## src/rtl/hmr_pkg.sv

```systemverilog
// Shared types and constants of the HID message reassembler.
package hmr_pkg;

    localparam int REPORT_BYTES_DEFAULT = 64;

    localparam logic [7:0] INIT_FLAG_MASK = 8'h80;
    localparam logic [7:0] COMMAND_MASK   = 8'h7F;

    localparam logic [1:0] KIND_PAYLOAD = 2'd0;
    localparam logic [1:0] KIND_EMPTY   = 2'd1;
    localparam logic [1:0] KIND_ERROR   = 2'd2;

    localparam logic ERR_WRONG_TYPE   = 1'b0;
    localparam logic ERR_SEQ_MISMATCH = 1'b1;

    typedef enum logic [3:0] {
        MODE_HEADER = 4'b0001,
        MODE_INIT   = 4'b0010,
        MODE_CONT   = 4'b0100,
        MODE_SKIP   = 4'b1000
    } t_mode;

    typedef struct packed {
        logic [1:0]  kind;
        logic [7:0]  data_byte;
        logic        last_of_message;
        logic [31:0] report_id;
        logic [6:0]  command;
        logic [15:0] message_length;
        logic [15:0] byte_offset;
        logic        error_code;
    } t_result;

endpackage

```

## src/rtl/hmr_if.sv

```systemverilog
// Word channels of the HID message reassembler: report bytes in, results out.
interface hmr_in_if;
    logic       valid;
    logic       ready;
    logic [7:0] report_byte;

    modport source (output valid, output report_byte, input ready);
    modport sink (input valid, input report_byte, output ready);
endinterface

interface hmr_out_if;
    logic        valid;
    logic        ready;
    logic [1:0]  kind;
    logic [7:0]  data_byte;
    logic        last_of_message;
    logic [31:0] report_id;
    logic [6:0]  command;
    logic [15:0] message_length;
    logic [15:0] byte_offset;
    logic        error_code;

    modport source (output valid, output kind, output data_byte, output last_of_message,
                    output report_id, output command, output message_length,
                    output byte_offset, output error_code, input ready);
    modport sink (input valid, input kind, input data_byte, input last_of_message,
                  input report_id, input command, input message_length,
                  input byte_offset, input error_code, output ready);
endinterface

```

## src/rtl/hid_message_reassembler_core.sv

```systemverilog
// Top level of the HID message reassembler: report bytes in, message words out.
// The block takes one report byte per cycle with no gaps of its own; a byte is judged
// against the channel state while it sits in the input register, and its result, if any,
// is written to the output register when the byte leaves the input register.
// The reassembly logic updates its state once per byte, which sets that rate; a result that
// waits to be taken holds the reassembly logic, and the input stops once the input
// register is full.
module hid_message_reassembler_core
    import hmr_pkg::*;
#(
    parameter int REPORT_BYTES = REPORT_BYTES_DEFAULT
) (
    input  logic       i_clk,
    input  logic       i_rst_n,
    hmr_in_if.sink     i_report,
    hmr_out_if.source  o_result
);

    localparam int POS_W = $clog2(REPORT_BYTES);
    localparam logic [POS_W-1:0] POS_LAST = POS_W'(REPORT_BYTES - 1);

    logic             r_in_valid;
    logic [7:0]       r_in_byte;

    logic [POS_W-1:0] r_pos, n_pos;
    logic [31:0]      r_incoming, n_incoming;
    logic [31:0]      r_owner, n_owner;
    logic [15:0]      r_rcv, n_rcv;
    logic [15:0]      r_total, n_total;
    logic [6:0]       r_cmd, n_cmd;
    logic [7:0]       r_seq, n_seq;
    logic [7:0]       r_len_high, n_len_high;
    t_mode            r_mode, n_mode;

    logic             r_out_valid;
    t_result          r_res, n_res;
    logic             n_has_res;

    logic             out_free;
    logic             fire;
    logic [31:0]      full_id;

    assign out_free       = !r_out_valid || o_result.ready;
    assign fire           = r_in_valid && out_free;
    assign i_report.ready = !r_in_valid || out_free;
    assign full_id        = {r_in_byte, r_incoming[23:0]};

    always_ff @(posedge i_clk) begin
        if (!i_rst_n) begin
            r_in_valid <= 1'b0;
        end else if (i_report.ready) begin
            r_in_valid <= i_report.valid;
        end
        if (i_report.valid && i_report.ready) begin
            r_in_byte <= i_report.report_byte;
        end
    end

    always_comb begin
        n_pos      = r_pos;
        n_incoming = r_incoming;
        n_owner    = r_owner;
        n_rcv      = r_rcv;
        n_total    = r_total;
        n_cmd      = r_cmd;
        n_seq      = r_seq;
        n_len_high = r_len_high;
        n_mode     = r_mode;
        n_res      = '0;
        n_has_res  = 1'b0;

        unique case (r_mode)
            MODE_HEADER: begin
                if (r_pos < POS_W'(4)) begin
                    unique case (r_pos[1:0])
                        2'd0: n_incoming = {24'd0, r_in_byte};
                        2'd1: n_incoming = {r_incoming[31:16], r_in_byte, r_incoming[7:0]};
                        2'd2: n_incoming = {r_incoming[31:24], r_in_byte, r_incoming[15:0]};
                        default: begin
                            n_incoming = full_id;
                            if (full_id == 32'd0) begin
                                n_mode = MODE_SKIP;
                            end else if (full_id != r_owner) begin
                                n_owner    = full_id;
                                n_rcv      = '0;
                                n_total    = '0;
                                n_cmd      = '0;
                                n_seq      = '0;
                                n_len_high = '0;
                            end
                        end
                    endcase
                end else if (r_rcv == 16'd0) begin
                    if ((r_in_byte & INIT_FLAG_MASK) != 8'd0) begin
                        n_cmd  = 7'(r_in_byte & COMMAND_MASK);
                        n_seq  = '0;
                        n_mode = MODE_INIT;
                    end else begin
                        n_has_res            = 1'b1;
                        n_res.kind           = KIND_ERROR;
                        n_res.report_id      = r_incoming;
                        n_res.error_code     = ERR_WRONG_TYPE;
                        n_mode               = MODE_SKIP;
                    end
                end else begin
                    if ((r_in_byte & INIT_FLAG_MASK) != 8'd0) begin
                        n_has_res        = 1'b1;
                        n_res.kind       = KIND_ERROR;
                        n_res.report_id  = r_incoming;
                        n_res.error_code = ERR_WRONG_TYPE;
                        n_mode           = MODE_SKIP;
                    end else if (r_in_byte != r_seq) begin
                        n_has_res        = 1'b1;
                        n_res.kind       = KIND_ERROR;
                        n_res.report_id  = r_incoming;
                        n_res.error_code = ERR_SEQ_MISMATCH;
                        n_mode           = MODE_SKIP;
                    end else begin
                        n_seq  = r_seq + 8'd1;
                        n_mode = MODE_CONT;
                    end
                end
            end
            MODE_INIT, MODE_CONT: begin
                if (r_mode == MODE_INIT && r_pos == POS_W'(5)) begin
                    n_len_high = r_in_byte;
                end else if (r_mode == MODE_INIT && r_pos == POS_W'(6)) begin
                    n_total = {r_len_high, r_in_byte};
                    if ({r_len_high, r_in_byte} == 16'd0) begin
                        n_has_res             = 1'b1;
                        n_res.kind            = KIND_EMPTY;
                        n_res.last_of_message = 1'b1;
                        n_res.report_id       = r_incoming;
                        n_res.command         = r_cmd;
                        n_mode                = MODE_SKIP;
                    end
                end else if (r_mode == MODE_CONT || r_pos > POS_W'(6)) begin
                    if (r_rcv >= r_total) begin
                        n_mode = MODE_SKIP;
                    end else begin
                        n_has_res             = 1'b1;
                        n_res.kind            = KIND_PAYLOAD;
                        n_res.data_byte       = r_in_byte;
                        n_res.last_of_message = (r_rcv + 16'd1) == r_total;
                        n_res.report_id       = r_incoming;
                        n_res.command         = r_cmd;
                        n_res.message_length  = r_total;
                        n_res.byte_offset     = r_rcv;
                        if ((r_rcv + 16'd1) == r_total) begin
                            n_rcv  = '0;
                            n_mode = MODE_SKIP;
                        end else begin
                            n_rcv = r_rcv + 16'd1;
                        end
                    end
                end
            end
            default: begin
            end
        endcase

        if (r_pos == POS_LAST) begin
            n_pos  = '0;
            n_mode = MODE_HEADER;
        end else begin
            n_pos = r_pos + POS_W'(1);
        end
    end

    always_ff @(posedge i_clk) begin
        if (!i_rst_n) begin
            r_pos      <= '0;
            r_incoming <= '0;
            r_owner    <= '0;
            r_rcv      <= '0;
            r_total    <= '0;
            r_cmd      <= '0;
            r_seq      <= '0;
            r_len_high <= '0;
            r_mode     <= MODE_HEADER;
        end else if (fire) begin
            r_pos      <= n_pos;
            r_incoming <= n_incoming;
            r_owner    <= n_owner;
            r_rcv      <= n_rcv;
            r_total    <= n_total;
            r_cmd      <= n_cmd;
            r_seq      <= n_seq;
            r_len_high <= n_len_high;
            r_mode     <= n_mode;
        end
    end

    always_ff @(posedge i_clk) begin
        if (!i_rst_n) begin
            r_out_valid <= 1'b0;
        end else if (out_free) begin
            r_out_valid <= fire && n_has_res;
        end
        if (fire && n_has_res) begin
            r_res <= n_res;
        end
    end

    assign o_result.valid           = r_out_valid;
    assign o_result.kind            = r_res.kind;
    assign o_result.data_byte       = r_res.data_byte;
    assign o_result.last_of_message = r_res.last_of_message;
    assign o_result.report_id       = r_res.report_id;
    assign o_result.command         = r_res.command;
    assign o_result.message_length  = r_res.message_length;
    assign o_result.byte_offset     = r_res.byte_offset;
    assign o_result.error_code      = r_res.error_code;

    a_pos_in_range: assert property (@(posedge i_clk) disable iff (!i_rst_n)
        r_pos <= POS_LAST)
        else $error("Report position ran past the end of the report.");

    a_owner_in_message: assert property (@(posedge i_clk) disable iff (!i_rst_n)
        (r_mode == MODE_INIT || r_mode == MODE_CONT) |->
            (r_owner != 32'd0 && r_owner == r_incoming))
        else $error("Message bytes taken for a report that does not own the channel.");

    a_count_below_total: assert property (@(posedge i_clk) disable iff (!i_rst_n)
        r_rcv == 16'd0 || r_rcv < r_total)
        else $error("Received count reached the declared length without completing.");

    a_stalled_result_kept: assert property (@(posedge i_clk) disable iff (!i_rst_n)
        (r_out_valid && !o_result.ready) |=> (r_out_valid && $stable(r_res)))
        else $error("A waiting result was lost or changed.");

endmodule

```

## src/flat_wrapper.sv

```systemverilog
// flat-port wrapper written by rule: the top's interface ports become plain ports
module hid_message_reassembler_core_flat import hmr_pkg::*;
#(
    parameter int REPORT_BYTES = REPORT_BYTES_DEFAULT
)
  (i_clk, i_rst_n, i_report_valid, i_report_report_byte, i_report_ready, o_result_valid, o_result_kind, o_result_data_byte, o_result_last_of_message, o_result_report_id, o_result_command, o_result_message_length, o_result_byte_offset, o_result_error_code, o_result_ready);
  hmr_in_if i_report_i ();
  hmr_out_if o_result_i ();
  input  logic i_clk;
  input  logic i_rst_n;
  input wire logic [$bits(i_report_i.valid)-1:0] i_report_valid;
  input wire logic [$bits(i_report_i.report_byte)-1:0] i_report_report_byte;
  output wire logic [$bits(i_report_i.ready)-1:0] i_report_ready;
  output wire logic [$bits(o_result_i.valid)-1:0] o_result_valid;
  output wire logic [$bits(o_result_i.kind)-1:0] o_result_kind;
  output wire logic [$bits(o_result_i.data_byte)-1:0] o_result_data_byte;
  output wire logic [$bits(o_result_i.last_of_message)-1:0] o_result_last_of_message;
  output wire logic [$bits(o_result_i.report_id)-1:0] o_result_report_id;
  output wire logic [$bits(o_result_i.command)-1:0] o_result_command;
  output wire logic [$bits(o_result_i.message_length)-1:0] o_result_message_length;
  output wire logic [$bits(o_result_i.byte_offset)-1:0] o_result_byte_offset;
  output wire logic [$bits(o_result_i.error_code)-1:0] o_result_error_code;
  input wire logic [$bits(o_result_i.ready)-1:0] o_result_ready;
  assign i_report_i.valid = i_report_valid;
  assign i_report_i.report_byte = i_report_report_byte;
  assign i_report_ready = i_report_i.ready;
  assign o_result_valid = o_result_i.valid;
  assign o_result_kind = o_result_i.kind;
  assign o_result_data_byte = o_result_i.data_byte;
  assign o_result_last_of_message = o_result_i.last_of_message;
  assign o_result_report_id = o_result_i.report_id;
  assign o_result_command = o_result_i.command;
  assign o_result_message_length = o_result_i.message_length;
  assign o_result_byte_offset = o_result_i.byte_offset;
  assign o_result_error_code = o_result_i.error_code;
  assign o_result_i.ready = o_result_ready;
  hid_message_reassembler_core #(.REPORT_BYTES(REPORT_BYTES)) u_core (.i_clk(i_clk), .i_rst_n(i_rst_n), .i_report(i_report_i), .o_result(o_result_i));
endmodule
```

## config.mk

```make
export PLATFORM = sky130hd
export DESIGN_NAME = hid_message_reassembler_core_flat
export DESIGN_NICKNAME = d
export VERILOG_FILES = /design/src/rtl/hmr_pkg.sv /design/src/rtl/hmr_if.sv /design/src/rtl/hid_message_reassembler_core.sv /design/src/flat_wrapper.sv
export SDC_FILE = /design/constraint.sdc
export NUM_CORES = 1
export LEC_CHECK = 0
export BUFFER_PORTS_ARGS = -buffer_cell sky130_fd_sc_hd__buf_2
export CORE_MARGIN = 2
export CORE_UTILIZATION = 30
export CTS_CLUSTER_DIAMETER = 40
export CTS_CLUSTER_SIZE = 25
export DETAILED_ROUTE_END_ITERATION = 10
export SYNTH_ARGS = -nofsm -noshare
export SYNTH_HDL_FRONTEND = slang
export SYNTH_SLANG_ARGS = --single-unit
```

## constraint.sdc

```tcl
create_clock -name i_clk -period 11.7 [get_ports i_clk]
set_input_delay 0.585 -clock i_clk [delete_from_list [all_inputs] [get_ports i_clk]]
set_output_delay 0.585 -clock i_clk [all_outputs]
set_load 0.01 [all_outputs]
```

# Word-level counts from Yosys, hierarchy flattened
# Cells that the tools add are included.
# classes
add_sub_neg	3
bitwise_logic	7
n_eq_ne	33
order_cmp	3
n_mux	79
reduce_logical	36
# op_table
operator	n
two-way mux 32 bit	6
two-way mux 16 bit	11
two-way mux 82 bit	2
case mux 32 bit (3 select lines)	1
two-way mux 8 bit	11
two-way mux 40 bit	2
two-way mux 80 bit	1
case mux 16 bit (2 select lines)	2
case mux 32 bit (2 select lines)	1
two-way mux 4 bit	14
two-way mux 7 bit	6
logical NOT 16 bit	2
logical NOT 32 bit	1
!= test 32 bit	1
AND reduction 8 bit	3
adder 16 x 1 -> 16 bit (second input constant)	1
== test 16 bit	1
>= comparator 16 bit	1
!= test 2 bit (second input constant)	8
case mux 8 bit (2 select lines)	1
AND reduction 5 bit	3
AND reduction 7 bit	2
== test 6 x 3 -> 1 bit (second input constant)	2
two-way mux 2 bit	6
other kinds (35)	72
# totals
out_inout_bits	85
register_bits	222
in_bits	12
wordCells	184

# Longest topological paths before layout
# Gate-level depths: netlist of the first run.
# depth
depth_word	9
ltp_mapped	11
depth_no_buf	10

# Worst setup path before layout of the first run
# Ideal clock, no wire load.
# synth_path
path_kind	flip-flop to flip-flop
startpoint	reg u_core.r_rcv[0]
endpoint	reg u_core.r_res, in the netlist u_core.o_result.byte_offset[0] (enable)
setup_time_ns	0.450
path_stages_with_launch	12
arrival_ns	4.172
slack_ns	7.077
cell_sequence	dfxtp_1 inv_1 ha_1 nand2b_1 a211oi_1 o211ai_1 a211o_1 nor2_1 or3_1 clkbuf_1 clkbuf_1 and2_1
# synth_between
elab_chain_len	7
elab_cells_between_ends	10
# synth_lines
item	line	source
start, declared	hid_message_reassembler_core.sv:28	logic [15:0] r_rcv, n_rcv;
start signal, assigned	hid_message_reassembler_core.sv:185	r_rcv <= n_rcv;
>= comparator 16 bit	hid_message_reassembler_core.sv:138	if (r_rcv >= r_total) begin
two-way mux 1 bit	hid_message_reassembler_core.sv:138	
two-way mux 1 bit	hid_message_reassembler_core.sv:137	end else if (r_mode == MODE_CONT || r_pos > POS_W'(6)) begin
two-way mux 1 bit	hid_message_reassembler_core.sv:127	end else if (r_mode == MODE_INIT && r_pos == POS_W'(6)) begin
two-way mux 1 bit	hid_message_reassembler_core.sv:125	if (r_mode == MODE_INIT && r_pos == POS_W'(5)) begin
case mux 1 bit (2 select lines) (*)	hid_message_reassembler_core.sv:72	unique case (r_mode)
logical AND 1 bit (*)	hid_message_reassembler_core.sv:200	if (fire && n_has_res) begin
end signal, assigned	hid_message_reassembler_core.sv:201	r_res <= n_res;
end, declared	hid_message_reassembler_core.sv:36	t_result r_res, n_res;
# Mark *: on every way between the ends. The rest lies on a longest branch, timed or not.
# A chain may end at the register's enable or synchronous reset.

# Worst setup path after layout of the first run
# layout_path
startpoint	reg u_core.r_in_byte[7]
endpoint	reg u_core.r_res, in the netlist u_core.o_result.report_id[4] (enable)
# layout_between
elab_chain_len	7
elab_cells_between_ends	12
# layout_lines
item	line	source
start, declared	hid_message_reassembler_core.sv:23	logic [7:0] r_in_byte;
start signal, assigned	hid_message_reassembler_core.sv:55	r_in_byte <= i_report.report_byte;
!= test 8 bit	hid_message_reassembler_core.sv:112	end else if (r_in_byte != r_seq) begin
two-way mux 1 bit	hid_message_reassembler_core.sv:112	
two-way mux 1 bit	hid_message_reassembler_core.sv:106	if ((r_in_byte & INIT_FLAG_MASK) != 8'd0) begin
two-way mux 1 bit	hid_message_reassembler_core.sv:93	end else if (r_rcv == 16'd0) begin
two-way mux 1 bit	hid_message_reassembler_core.sv:74	if (r_pos < POS_W'(4)) begin
case mux 1 bit (2 select lines) (*)	hid_message_reassembler_core.sv:72	
logical AND 1 bit (*)	hid_message_reassembler_core.sv:200	
# Marked as above.

==> impl_metrics.env, run 1 <==
export IMPL_synthTopCellsByCount="dfxtp_1 (131), nor2_1 (100), edfxtp_1 (91)"
export IMPL_io_buffers=96
export IMPL_critPathSlowestCell="and2_4"
export IMPL_core_um2=33700
export IMPL_crit_fanout=83
export IMPL_overflow=0
export IMPL_yosysUniqueCellTypes=71
export IMPL_crit_path_end_kind="register"
export IMPL_p_leak_nw=4.40
export IMPL_min_period_ns=4.26
export IMPL_yosys_area_top_type_share_pct=26.5
export IMPL_synthArstFlopShare_pct=0
export IMPL_finalMaxSlewViolations=0
export IMPL_peakVddDrop_uv=90.7
export IMPL_stdcell_count=1556
export IMPL_synthMuxAreaShare_pct=3.88
export IMPL_drv_cap=0
export IMPL_viasPerCell=5.01
export IMPL_grtUsageTotal_pct=15.1
export IMPL_critical_path_cell_chain="nor4_1, nand4_1, nor4_1, or3_1, and2_4"
export IMPL_placedInstanceArea_um2=11100
export IMPL_ys_warn_count=0
export IMPL_hp_class="input port to register"
export IMPL_rr_startpoint="u_core.r_in_byte[7]"
export IMPL_cts_made_buffers=26
export IMPL_timing_fmax_mhz=235
export IMPL_startpoint="u_core.r_in_byte[7]"
export IMPL_cts_tree="done"
export IMPL_grt_pass1_vias=7665
export IMPL_vias=7800
export IMPL_area_growth_pct=16.6
export IMPL_cp_num_cells=5
export IMPL_synthXorXnorAreaFrac_pct=5.69
export IMPL_antenna_found_initial=3
export IMPL_cts_root_buffer="clkbuf_16"
export IMPL_dpl_worst_slack_ns=7.43
export IMPL_rsz0062_at_grt="false"
export IMPL_clk_latency_ns=0.53
export IMPL_final_nets=1121
export IMPL_cts_hold_fix_buffers=0
export IMPL_hpwl_um=18900
export IMPL_htree_levels=1
export IMPL_n_fill_cell=3388
export IMPL_die_w_um=189
export IMPL_drc=0
export IMPL_cpMostUsedCell="nor4_1"
export IMPL_synth_seq_area_share_pct=51.9
export IMPL_tightestPinTransition_ns=1.11
export IMPL_syn_area_um2=10300
export IMPL_wl_um=27400
export IMPL_avgSynthCellArea_um2=10.1
export IMPL_fin_ws_ns=7.44
export IMPL_drt_iter0_markers=585
export IMPL_tns_ns=0
export IMPL_cts_setup_buffers=0
export IMPL_crit_end="u_core.o_result.report_id[4]"
export IMPL_grt_pass1_wl_um=43400
export IMPL_holdWs_ns=0.255
export IMPL_multiInputGateArea_um2=4570
export IMPL_dr_pass1_iters=5
export IMPL_synth_top_family_by_area="simple AND/OR/NAND/NOR gates"
export IMPL_post_drt_wl_per_cell_um=17.6
export IMPL_worst_r2r_cell_count=5
export IMPL_cts_resized=0
export IMPL_synth_seq_cells=222
export IMPL_cp_top_family="simple AND/OR/NAND/NOR gates"
export IMPL_power_per_cell_area_nw_per_um2=141
export IMPL_finClkSkew_ns=0.0195
export IMPL_startpoint_type="register"
export IMPL_hold_viol=0
export IMPL_cts_buffer_depth=3
export IMPL_cts_sinks=222
export IMPL_postRouteAntennaNets=0
export IMPL_r2r_end="u_core.o_result.report_id[4]"
export IMPL_clkTransAtPathRegs_ns=0.07
export IMPL_start_util_pct=30.6
export IMPL_yosysTopAreaCell="edfxtp_1"
export IMPL_synthFlopType="dfxtp_1"
export IMPL_synth_edff_count=91
export IMPL_slowest_delay_ns=1.03
export IMPL_grt_start_max_net_pins=84
export IMPL_synth_area_top_cells="edfxtp_1 (26%), dfxtp_1 (25%), xnor2_1 (4.7%)"
export IMPL_syn_inst=1022
export IMPL_setup_violations=0
export IMPL_rows=67
export IMPL_die_height_um=189
export IMPL_outcome="completed"
export IMPL_synth_simple_area_share_pct=20.9
export IMPL_worstPathRequired_ns=11.83
export IMPL_final_cell_area_um2=12000
export IMPL_syn_nets=1058
export IMPL_relSlewSlack_pct=26.1
export IMPL_seq_area_um2=5360
export IMPL_post_synth_top_count_cell="dfxtp_1"
export IMPL_worstPathArrival_ns=4.40
export IMPL_drive_above_1_share_pct=15.3
export IMPL_die_area_um2=35900
export IMPL_crit_buf_inv=0
export IMPL_gp_congestion=0.872
export IMPL_p_total_mw=1.69
export IMPL_finalCritPeriodShare_pct=36.4
export IMPL_regToRegSetupSlack_ns=7.44
export IMPL_synth_compound_area_share_pct=10.8
export IMPL_criticalPathCategory="register to register"
export IMPL_fin_util_pct=35.7
export IMPL_synthAdderAreaFrac_pct=2.91
export IMPL_ios=97
export IMPL_dp_cells=1505
## kinds of logic after synthesis
group,after synthesis
and+or+nand+nor,414
DFF,222
AOI/OAI and AO/OA,162
buffers and inverters,93
xor gates and xnor gates,67
muxes,40
adders and majority gates,24
## flip-flops by register name, indices dropped and copies added, names as in the netlist, 2 cells and up
signal / cells
u_core.o_result.byte_offset: 16
u_core.o_result.command: 7
u_core.o_result.data_byte: 8
u_core.o_result.kind: 2
u_core.o_result.message_length: 16
u_core.o_result.report_id: 32
u_core.r_cmd: 7
u_core.r_in_byte: 8
u_core.r_incoming: 32
u_core.r_len_high: 8
u_core.r_mode: 4
u_core.r_owner: 32
u_core.r_pos: 6
u_core.r_rcv: 16
u_core.r_seq: 8
u_core.r_total: 16
## routing by layer
| metal | up-vias | GRT usage (%) | routed length, um |
|---|---|---|---|
| met3 | 37 | 2.91 | 1990 |
| met1 | 3689 | 21.8 | 13000 |
| met5 | - | 0 | 13 |
| met4 | 2 | 3.76 | 427 |
| met2 | 292 | 23.2 | 12000 |
| li1 | 3780 | - | - |
## placed cells by master, fill, tap and decap left out, types with 5 or more instances in the layout
cell and count:
a21oi_1 59, a22o_1 7, a22oi_1 12, and2_1 65
and3_1 11, buf_2 96, buf_4 6, clkbuf_16 29
dfxtp_1 131, edfxtp_1 91, ha_1 24, inv_1 24
inv_8 8, mux2i_1 40, nand2_1 69, nand2b_1 12
nand3_1 53, nand4_1 30, nor2_1 100, nor2b_1 10
nor3_1 15, nor4_1 18, o21ai_0 19, o22ai_1 5
o31ai_1 6, or3_1 6, xnor2_1 55, xor2_1 12
## layout make-up
type | instances | share of cell area, %
Timing Repair Buffer | 102 | 4.37
Multi-Input combinational cell | 707 | 38.0
Antenna cell | 3 | 0.0624
Sequential cell | 222 | 44.5
Tap cell | 448 | 4.66
Inverter | 26 | 0.811
Clock inverter | 16 | 1.29
Clock buffer | 32 | 6.29
## power by group
group,internal (mW),switching [mW]
registers,0.805,0.0142
logic,0.0135,0.0278
clock network,0.479,0.354
total,1.30,0.396
## how the worst min path moves through the flow
stage,from,end,slack (ns),depth (start not counted)
2_1_floorplan,u_core.r_incoming[26],u_core.r_incoming[26],0.43,2
3_3_place_gp,u_core.r_incoming[31],u_core.r_incoming[31],0.44,2
3_5_place_dp,u_core.r_incoming[31],u_core.r_incoming[31],0.44,2
4_1_cts,i_report_report_byte[5],u_core.r_in_byte[5],0.23,1
5_1_grt,i_report_report_byte[5],u_core.r_in_byte[5],0.23,1
6_report,i_report_report_byte[5],u_core.r_in_byte[5],0.25,1
(Power assumes the default switching activity.)
==> run 2: changes to the inputs <==
==> constraint.sdc (replaced) <==
create_clock -name i_clk -period 3.95 [get_ports i_clk]
set_input_delay 0.1975 -clock i_clk [delete_from_list [all_inputs] [get_ports i_clk]]
set_output_delay 0.1975 -clock i_clk [all_outputs]
set_load 0.01 [all_outputs]
==> impl_metrics.env, run 2 (synthesis results as in run 1) <==
export IMPL_outcome="completed"
export IMPL_die_area_um2=35900
export IMPL_gp_congestion=0.893
export IMPL_rr_startpoint="u_core.r_in_byte[0]"
export IMPL_use_met3_pct=2.98
export IMPL_area_growth_pct=21.0
export IMPL_crit_fanout=33
export IMPL_r2r_end="u_core.r_total[6]"
export IMPL_rsz0062_at_grt="false"
export IMPL_p_leak_nw=4.68
export IMPL_crit_path_end_kind="register"
export IMPL_final_nets=1147
export IMPL_use_met1_pct=20.8
export IMPL_rows=67
export IMPL_cts_tree="done"
export IMPL_peakVddDrop_uv=279
export IMPL_final_common_cell="dfxtp_1"
export IMPL_stdcell_count=1584
export IMPL_final_cell_area_um2=12500
export IMPL_hold_viol=0
export IMPL_timing_fmax_mhz=308
export IMPL_grtUsageTotal_pct=15.2
export IMPL_drv_cap=0
export IMPL_tns_ns=0
export IMPL_grt_pass1_wl_um=43600
export IMPL_cp_top_family="simple AND/OR/NAND/NOR gates"
export IMPL_postRouteAntennaNets=0
export IMPL_power_per_cell_area_nw_per_um2=444
export IMPL_cts_made_buffers=31
export IMPL_tightestPinTransition_ns=0.872
export IMPL_post_drt_wl_per_cell_um=17.4
export IMPL_worstPathArrival_ns=3.71
export IMPL_vias=7963
export IMPL_antenna_found_initial=0
export IMPL_finClkSkew_ns=0.0233
export IMPL_p_total_mw=5.54
export IMPL_placedInstanceArea_um2=11200
export IMPL_cts_root_buffer="clkbuf_16"
export IMPL_grt_start_max_net_pins=51
export IMPL_startpoint_type="register"
export IMPL_cts_buffer_depth=3
export IMPL_hpwl_um=19300
export IMPL_setup_violations=0
export IMPL_dp_cells=1515
export IMPL_hp_class="input port to register"
export IMPL_final_cell_mix="dfxtp_1 (131), nor2_1 (100), buf_2 (96)"
export IMPL_criticalPathCategory="register to register"
export IMPL_drc=0
export IMPL_fin_util_pct=37.0
export IMPL_finalCritPeriodShare_pct=82.2
export IMPL_worstPathRequired_ns=4.41
export IMPL_crit_buf_inv=1
export IMPL_io_buffers=96
export IMPL_regToRegSetupSlack_ns=0.70
export IMPL_die_height_um=189
export IMPL_drive_above_1_share_pct=16.8
export IMPL_core_um2=33700
export IMPL_start_util_pct=30.6
export IMPL_grt_pass1_vias=7852
export IMPL_n_antenna_cell=0
export IMPL_wl_um=27600
export IMPL_relSlewSlack_pct=41.4
export IMPL_min_period_ns=3.25
export IMPL_ios=97
export IMPL_met2_usage_pct=24.2
export IMPL_finalMaxSlewViolations=0
export IMPL_clkTransAtPathRegs_ns=0.06
export IMPL_worst_r2r_cell_count=9
export IMPL_dr_pass1_iters=5
export IMPL_critPathSlowestCell="nor4_1"
export IMPL_slowest_delay_ns=0.65
export IMPL_top_usage_layer="met2"
export IMPL_cts_setup_buffers=0
export IMPL_viasPerCell=5.03
export IMPL_whs_endpoint="u_core.r_mode[1]"
export IMPL_cts_sinks=222
export IMPL_n_fill_cell=3356
export IMPL_min_delay_start="i_rst_n"
export IMPL_overflow=0
export IMPL_htree_levels=1
export IMPL_die_w_um=189
export IMPL_drt_iter0_markers=551
export IMPL_critical_path_cell_chain="xnor2_1, nand4_1, nor4_1, a211oi_4, buf_4, a31oi_1, nand2b_1, nand2_1, a21oi_1"
export IMPL_clk_latency_ns=0.56
export IMPL_min_path_cells=3
run 2: tightest hold or removal path, cell delays in order:
cell	delay [ns]
buf_2	0.26
nand2_1	0.12
o21ai_0	0.07
run 2: per-layer routing:
metal	wire (um)	part of all wire (%)	vias up
met1	12900	47	3850
met5	0	0	-
met3	1690	6.1	41
li1	-	-	3846
met2	12300	45	226
met4	646	2.3	0
run 2: worst max-delay path by stage:
stage | start | to | slack, ns | cells past startpoint
4_1_cts | u_core.r_in_byte[0] | u_core.r_total[6] | 0.68 | 9
6_report | u_core.r_in_byte[0] | u_core.r_total[6] | 0.70 | 9
2_1_floorplan | u_core.r_rcv[0] | u_core.o_result.byte_offset[0] | 0.23 | 11
5_1_grt | u_core.r_rcv[0] | u_core.r_rcv[8] | 0.39 | 10
3_3_place_gp | u_core.r_in_byte[7] | u_core.r_total[0] | 0.75 | 9
3_5_place_dp | u_core.r_in_byte[0] | u_core.r_total[6] | 0.70 | 9
run 2: cell type report:
cell class | count | area, um^2 | share of cell area [%]
inverter | 26 | 97.6 | 0.782
tap | 448 | 561 | 4.49
clock buffer | 38 | 951 | 7.62
sequential | 222 | 5360 | 42.9
multi-input combinational | 707 | 4570 | 36.6
clock inverter | 20 | 209 | 1.67
timing repair buffer | 123 | 736 | 5.90
run 2: what timing repair did:
item	4_1_cts	5_1_grt
hold buffers	11	0
hold endpoints to repair	10	0
gates resized for setup	0	0
run 2: metrics by stage:
step	setup slack (ns)	hold WS [ns]
6_report	0.703	0.162
4_1_cts	0.678	0.126
5_1_grt	0.387	0.142
3_5_place_dp	0.699	0.376
3_3_place_gp	0.746	0.389
2_1_floorplan	0.225	0.296
run 2: power by group:
group	switching, mW	total (mW)	internal, mW
clock network	1.15	2.97	1.83
logic	0.0950	0.146	0.0508
registers	0.0339	2.42	2.38
